[config.mk]
export PLATFORM = sky130hd
export DESIGN_NAME = humidity_sensor_frame_decoder
export DESIGN_NICKNAME = d
export VERILOG_FILES = /design/src/hw/rtl/hsfd_pkg.sv /design/src/hw/rtl/humidity_sensor_frame_decoder.sv /design/src/hw/rtl/hsfd_frame_core.sv
export SDC_FILE = /design/constraint.sdc
export NUM_CORES = 1
export LEC_CHECK = 0
export ABC_AREA = 0
export BUFFER_PORTS_ARGS = -buffer_cell sky130_fd_sc_hd__buf_2
export CORE_UTILIZATION = 50
export CTS_CLUSTER_SIZE = 25
export DETAILED_ROUTE_END_ITERATION = 16
export GPL_TIMING_DRIVEN = 0
export PLACE_DENSITY = 0.8
export SETUP_SLACK_MARGIN = 0.5
export SYNTH_ARGS = -nofsm -noshare
export SYNTH_HDL_FRONTEND = slang
export SYNTH_HIERARCHICAL = 1
export SYNTH_SLANG_ARGS = --single-unit
[constraint.sdc]
create_clock -name aclk -period 7.5 [get_ports aclk]
set_input_delay 1.5 -clock aclk [delete_from_list [all_inputs] [get_ports aclk]]
set_output_delay 1.5 -clock aclk [all_outputs]
set_load 0.02 [all_outputs]
[src/hw/rtl/hsfd_pkg.sv]
// Shared types, constants and CRC function for the humidity sensor frame decoder.
package hsfd_pkg;

    localparam logic [7:0]         CRC_INIT      = 8'hFF;
    localparam logic [7:0]         CRC_POLY      = 8'h31;
    localparam logic [14:0]        TEMP_SCALE    = 15'd17500;
    localparam logic signed [15:0] TEMP_BASE     = 16'sd4500;
    localparam logic [13:0]        HUM_SCALE     = 14'd10000;
    localparam logic signed [11:0] OFFSET_RESET  = -12'sd400;

    localparam logic               KIND_MEAS     = 1'b0;
    localparam logic               KIND_ID       = 1'b1;

    localparam logic [2:0]         POS_FIRST     = 3'd0;
    localparam logic [2:0]         POS_ID_LAST   = 3'd2;
    localparam logic [2:0]         POS_MEAS_LAST = 3'd5;

    typedef struct packed {
        logic       frame_start;
        logic       req_type;
        logic [7:0] rx_byte;
    } item_t;

    typedef struct packed {
        logic               frame_kind;
        logic               crc_error;
        logic signed [14:0] temperature_centi;
        logic [13:0]        humidity_centi;
        logic [15:0]        device_id;
    } result_t;

    function automatic logic [7:0] crc8_byte(input logic [7:0] crc, input logic [7:0] data);
        logic [7:0] c;
        c = crc ^ data;
        for (int i = 0; i < 8; i++) begin
            if (c[7]) begin
                c = {c[6:0], 1'b0} ^ CRC_POLY;
            end else begin
                c = {c[6:0], 1'b0};
            end
        end
        return c;
    endfunction

endpackage

[src/hw/rtl/humidity_sensor_frame_decoder.sv]
// Result path: a frame's last byte passes the input register, then the result register, before
// m_tvalid rises; a stalled m_tready adds its stall.
// Throughput: one byte per cycle while no result waits or m_tready is high; a waiting result
// holds the core, so only one more byte is taken into the input register until it drains.
// Reset: synchronous active-low aresetn returns frame position, CRC, error flag, kind
// and both valid flags to their idle values and loads the temperature offset with -400.
module humidity_sensor_frame_decoder
    import hsfd_pkg::*;
(
    input  logic        aclk,
    input  logic        aresetn,
    input  logic        s_tvalid,
    output logic        s_tready,
    input  logic [7:0]  s_tdata,      // rx_byte
    input  logic [1:0]  s_tuser,      // req_type, frame_start
    output logic        m_tvalid,
    input  logic        m_tready,
    output logic [47:0] m_tdata,      // temperature_centi, humidity_centi, device_id, zero pad
    output logic [1:0]  m_tuser,      // frame_kind, crc_error
    input  logic        cfg_wr_en,
    input  logic [11:0] cfg_wr_data
);

    logic               in_valid_reg;
    item_t              in_item_reg;
    logic               out_valid_reg;
    result_t            out_res_reg;
    logic signed [11:0] offset_reg;
    logic               advance;
    logic               res_valid;
    result_t            res;

    assign advance  = in_valid_reg && (!out_valid_reg || m_tready);
    assign s_tready = !in_valid_reg || advance;

    hsfd_frame_core u_core (
        .aclk        (aclk),
        .aresetn     (aresetn),
        .advance     (advance),
        .item        (in_item_reg),
        .temp_offset (offset_reg),
        .res_valid   (res_valid),
        .res         (res)
    );

    always_ff @(posedge aclk) begin
        if (!aresetn) begin
            in_valid_reg  <= 1'b0;
            out_valid_reg <= 1'b0;
            offset_reg    <= OFFSET_RESET;
        end else begin
            if (cfg_wr_en) begin
                offset_reg <= $signed(cfg_wr_data);
            end
            if (s_tready) begin
                in_valid_reg <= s_tvalid;
            end
            if (advance) begin
                out_valid_reg <= res_valid;
            end else if (m_tready) begin
                out_valid_reg <= 1'b0;
            end
        end
    end

    always_ff @(posedge aclk) begin
        if (s_tready && s_tvalid) begin
            in_item_reg.rx_byte     <= s_tdata;
            in_item_reg.req_type    <= s_tuser[0];
            in_item_reg.frame_start <= s_tuser[1];
        end
        if (res_valid) begin
            out_res_reg <= res;
        end
    end

    assign m_tvalid = out_valid_reg;
    assign m_tuser  = {out_res_reg.crc_error, out_res_reg.frame_kind};
    assign m_tdata  = {3'b000, out_res_reg.device_id, out_res_reg.humidity_centi,
                       out_res_reg.temperature_centi};

endmodule

[src/hw/rtl/hsfd_frame_core.sv]
// Frame position tracking, per-word CRC check and reading conversion.
module hsfd_frame_core
    import hsfd_pkg::*;
(
    input  logic               aclk,
    input  logic               aresetn,
    input  logic               advance,
    input  item_t              item,
    input  logic signed [11:0] temp_offset,
    output logic               res_valid,
    output result_t            res
);

    logic [2:0]  pos_reg, pos_next;
    logic [7:0]  crc_reg, crc_next;
    logic [7:0]  high_reg, high_next;
    logic [15:0] word_reg, word_next;
    logic [14:0] temp_scaled_reg, temp_scaled_next;
    logic [13:0] hum_reg, hum_next;
    logic        failed_reg, failed_next;
    logic        kind_reg, kind_next;

    logic               restart;
    logic               kind_eff;
    logic [2:0]         pos_eff;
    logic [7:0]         crc_eff;
    logic               failed_eff;
    logic               fail_now;
    logic [7:0]         crc_upd;
    logic [15:0]        word_w;
    logic [30:0]        temp_prod;
    logic [29:0]        hum_prod;
    logic signed [15:0] temp_sum;

    assign restart    = item.frame_start || (pos_reg > POS_MEAS_LAST);
    assign kind_eff   = item.frame_start ? item.req_type : kind_reg;
    assign pos_eff    = restart ? POS_FIRST : pos_reg;
    assign crc_eff    = restart ? CRC_INIT : crc_reg;
    assign failed_eff = restart ? 1'b0 : failed_reg;
    assign crc_upd    = crc8_byte(crc_eff, item.rx_byte);
    assign fail_now   = failed_eff || (crc_eff != item.rx_byte);
    assign word_w     = {high_reg, item.rx_byte};
    assign temp_prod  = 31'(word_w) * 31'(TEMP_SCALE);
    assign hum_prod   = 30'(word_w) * 30'(HUM_SCALE);
    assign temp_sum   = $signed({1'b0, temp_scaled_reg}) - TEMP_BASE
                        + 16'(temp_offset);

    always_comb begin
        pos_next         = pos_reg;
        crc_next         = crc_reg;
        high_next        = high_reg;
        word_next        = word_reg;
        temp_scaled_next = temp_scaled_reg;
        hum_next         = hum_reg;
        failed_next      = failed_eff;
        kind_next        = kind_eff;
        res_valid        = 1'b0;
        res              = '0;
        res.frame_kind   = kind_eff;
        res.crc_error    = fail_now;
        if (kind_eff == KIND_ID) begin
            res.device_id = word_reg;
        end else begin
            res.temperature_centi = temp_sum[14:0];
            res.humidity_centi    = hum_reg;
        end
        case (pos_eff) inside
            3'd0, 3'd3: begin
                high_next = item.rx_byte;
                crc_next  = crc_upd;
                pos_next  = pos_eff + 3'd1;
            end
            3'd1, 3'd4: begin
                if (pos_eff == 3'd1) begin
                    word_next        = word_w;
                    temp_scaled_next = temp_prod[30:16];
                end else begin
                    hum_next = hum_prod[29:16];
                end
                crc_next = crc_upd;
                pos_next = pos_eff + 3'd1;
            end
            default: begin
                crc_next    = CRC_INIT;
                failed_next = fail_now;
                if ((kind_eff == KIND_ID && pos_eff == POS_ID_LAST)
                    || pos_eff == POS_MEAS_LAST) begin
                    res_valid   = 1'b1;
                    pos_next    = POS_FIRST;
                    failed_next = 1'b0;
                end else begin
                    pos_next = pos_eff + 3'd1;
                end
            end
        endcase
        res_valid = res_valid && advance;
    end

    always_ff @(posedge aclk) begin
        if (!aresetn) begin
            pos_reg         <= POS_FIRST;
            crc_reg         <= CRC_INIT;
            high_reg        <= '0;
            word_reg        <= '0;
            temp_scaled_reg <= '0;
            hum_reg         <= '0;
            failed_reg      <= 1'b0;
            kind_reg        <= KIND_MEAS;
        end else if (advance) begin
            pos_reg         <= pos_next;
            crc_reg         <= crc_next;
            high_reg        <= high_next;
            word_reg        <= word_next;
            temp_scaled_reg <= temp_scaled_next;
            hum_reg         <= hum_next;
            failed_reg      <= failed_next;
            kind_reg        <= kind_next;
        end
    end

endmodule
==> out/metrics.yaml <==
cells_and_area:
  seq_area_mm2: 0.00331
  nFillCells: 1860
  largest_reg_flops: 45
  multi_input_area_mm2: 0.00732
  syn_to_final_growth_pct: 12.3
  drive_gt1_share_pct: 9.61
  n_antenna_cell: 0
  nets: 1597
floorplanning:
  core_region_area_mm2: 0.0226
  io_pins: 79
  die_w_um: 154
  start_util_pct: 51.1
  num_rows: 55
  dieArea_mm2: 0.0237
  die_h_um: 154
cts:
  cts_max_path_buffers: 2
  postCtsSetupBuffers: 0
  root_buffer: "clkbuf_16"
  cts_buffers: 17
  clk_pin_slew_ps: 60
  cts_sinks: 137
  clkLatencyLatePin_ps: 430
  cts_hold_buf: 0
  htreeDepth: 4
  cts_tree: "yes"
  cts_resized: 0
drt:
  postRouteAntennaNets: 0
  vias: 8554
  wl_mm: 24.4
  route.detailed.drc: 0
  post_drt_wl_per_cell_um: 15.3
  via_per_inst: 5.36
  dr.pass1.iters: 5
  drtIter0Drc: 625
timing:
  max-slew-margin-rel_pct: 42.2
  tightest_slew_ps: 867
  slew_viol_final: 0
  rsz0062_at_grt: "no"
  setup_viol: 0
  max_freq_mhz: 173
  fin_crit_ps: 5800
  worst_clock_skew_ps: 16.7
  whs_ps: 455
  hold_violations: 0
  tns_ps: 0
  finalCritPeriodShare_pct: 77.3
setup_path:
  setup.worst_path.start_class: "flip-flop"
  r2r-start: "in_item_reg[6]$_DFFE_PP_"
  ff2ff_path_depth: 20
  required_ps: 7780
  r2r-end: "u_core/hum_reg[12]$_SDFFE_PN0P_"
  rrSetupSlack_ps: 1700
  cp-end-kind: "flip-flop"
  criticalPathCategory: "flip-flop to flip-flop"
  cp_max_fo: 9
  arrival_ps: 6080
grt:
  gr-total-overflow: 0
  grt_pass1_wl_mm: 40.8
  grt_max_degree: 17
  grt_usage_pct: 21.8
  first_global_vias: 8329
  antenna_found_initial: 0
place:
  routabilityCongestion: 0.922
  place_hpwl_mm: 19.0
  numPortBuffers: 75
synth:
  synth_fa_ha_area_share_pct: 34.6
  synth_xor_area_share_pct: 3.55
  synthCells: 1198
  syn_area_mm2: 0.0116
  synthDistinctLibCells: 72
  yosysTopAreaCell: "ha_1"
  synth_compound_area_share_pct: 10.9
  synthTopCellsByCount: "inv_1, ha_1, nand2_1"
  synth_area_leaders: "ha_1, edfxtp_1, dfxtp_1"
  seq_area_frac_synth_pct: 28.7
  synth-edff-count: 57
  synth-simple-area-share_pct: 12.3
  yosysWarnings: 6
  synth_top_area_share_pct: 20.9
  synth_seq_cells: 137
  async_flop_share_pct: 0
  synth_top_family_by_area: "adder cells"
  synthMuxAreaShare_pct: 1.90
  synth-main-ff-cell: "dfxtp_1"
  yosysMostFrequentCell: "inv_1"
  synth.avg_cell_area_um2: 9.65
min_path:
  hold_depth: 2
  worst_hold_path_type: "flip-flop to flip-flop"
  hold_start: "u_core/temp_scaled_reg[13]$_SDFFE_PN0P_"
  hold_path_end: "u_core/temp_scaled_reg[13]$_SDFFE_PN0P_"
run:
  cap_violations: 0
status:
  status: "complete, no violations"
power_and_ir_drop:
  leakagePower_nw: 6.33
  power_density_mw_per_mm2: 232
  power_mw: 3.01
  worst_ir_drop_vdd_v: 0.000136
## where the power goes
| group | internal [mW] | switching (mW) | total, mW |
|---|---|---|---|
| logic | 0.532 | 0.730 | 1.26 |
| clock network | 0.591 | 0.320 | 0.911 |
| registers | 0.797 | 0.0400 | 0.837 |
| total | 1.92 | 1.09 | 3.01 |
## kinds of logic after synthesis
family,after synthesis
fa+ha+maj,272
other cells,1
flops,137
mux,22
simple gates,287
compound gates,192
xor+xnor,46
buf+inv,241
## metrics by stage
stage | cells | util (%) | cell area, µm² | setup slack, ps
final | 1596 | 57.4 | 13000 | 1700
after global routing | 1596 | 57.4 | 13000 | 1360
after CTS | 1596 | 57.4 | 13000 | 1770
after detailed placement | 1564 | 54.6 | 12400 | 1870
after global placement | 1560 | 54.3 | 12300 | 353
after floorplan | 1200 | - | 11600 | 1650
## routing by layer
metal  share of wire (%)  up-vias  GRT usage (%)
met1                  47     4052           29.3
met3                 3.8       38           2.82
met2                  47      219           36.1
li1                    -     4245              -
met5                   0        -              0
met4                 2.3        0           7.52
## worst max-delay path, stage by stage (launching register included)
cell       delay [ps]
edfxtp_1          680
clkbuf_1          540
inv_1             200
fa_1              530
inv_1              50
ha_1              270
inv_1              60
fa_1              540
inv_1              40
ha_1              260
inv_1              50
fa_1              490
inv_1              50
ha_1              290
nand4_1           110
a21oi_1           380
o2111ai_1         210
a31oi_1           420
a31o_1            260
a2111o_1          150
a31oi_1            70
## worst max-delay path by stage
stage,cells after the start,start,end,slack [ps]
after detailed placement,20,in_item_reg[5]$_DFFE_PP_,u_core/hum_reg[12]$_SDFFE_PN0P_,1870
final,20,in_item_reg[6]$_DFFE_PP_,u_core/hum_reg[12]$_SDFFE_PN0P_,1700
after floorplan,5,m_tready,m_tdata[0]$_DFFE_PP_,1650
after global routing,20,in_item_reg[6]$_DFFE_PP_,u_core/hum_reg[11]$_SDFFE_PN0P_,1360
after global placement,6,m_tready,m_tdata[10]$_DFFE_PP_,350
after CTS,20,in_item_reg[6]$_DFFE_PP_,u_core/hum_reg[12]$_SDFFE_PN0P_,1770
## layout by cell type, fill, tap and decap left out, types with 18 or more instances in the layout
cell type    n
nor2_1      52
a21o_1      21
nand3_1     18
xnor2_1     30
mux2i_1     22
and2_1      23
edfxtp_1    57
and3_1      22
nand2_1     93
clkbuf_1    33
inv_1      200
buf_2       77
o21ai_0     25
a21oi_1     61
dfxtp_1     80
ha_1       193
fa_1        79
## final cells by class
class / count / area share [%]
Clock inverter: 11 / 1.50
Timing Repair Buffer: 79 / 3.24
Buffer: 39 / 1.41
Clock buffer: 21 / 3.39
Sequential cell: 137 / 25.5
Multi-Input combinational cell: 822 / 56.4
Inverter: 202 / 5.84
Tap cell: 285 / 2.75
(Power assumes the default switching activity.)
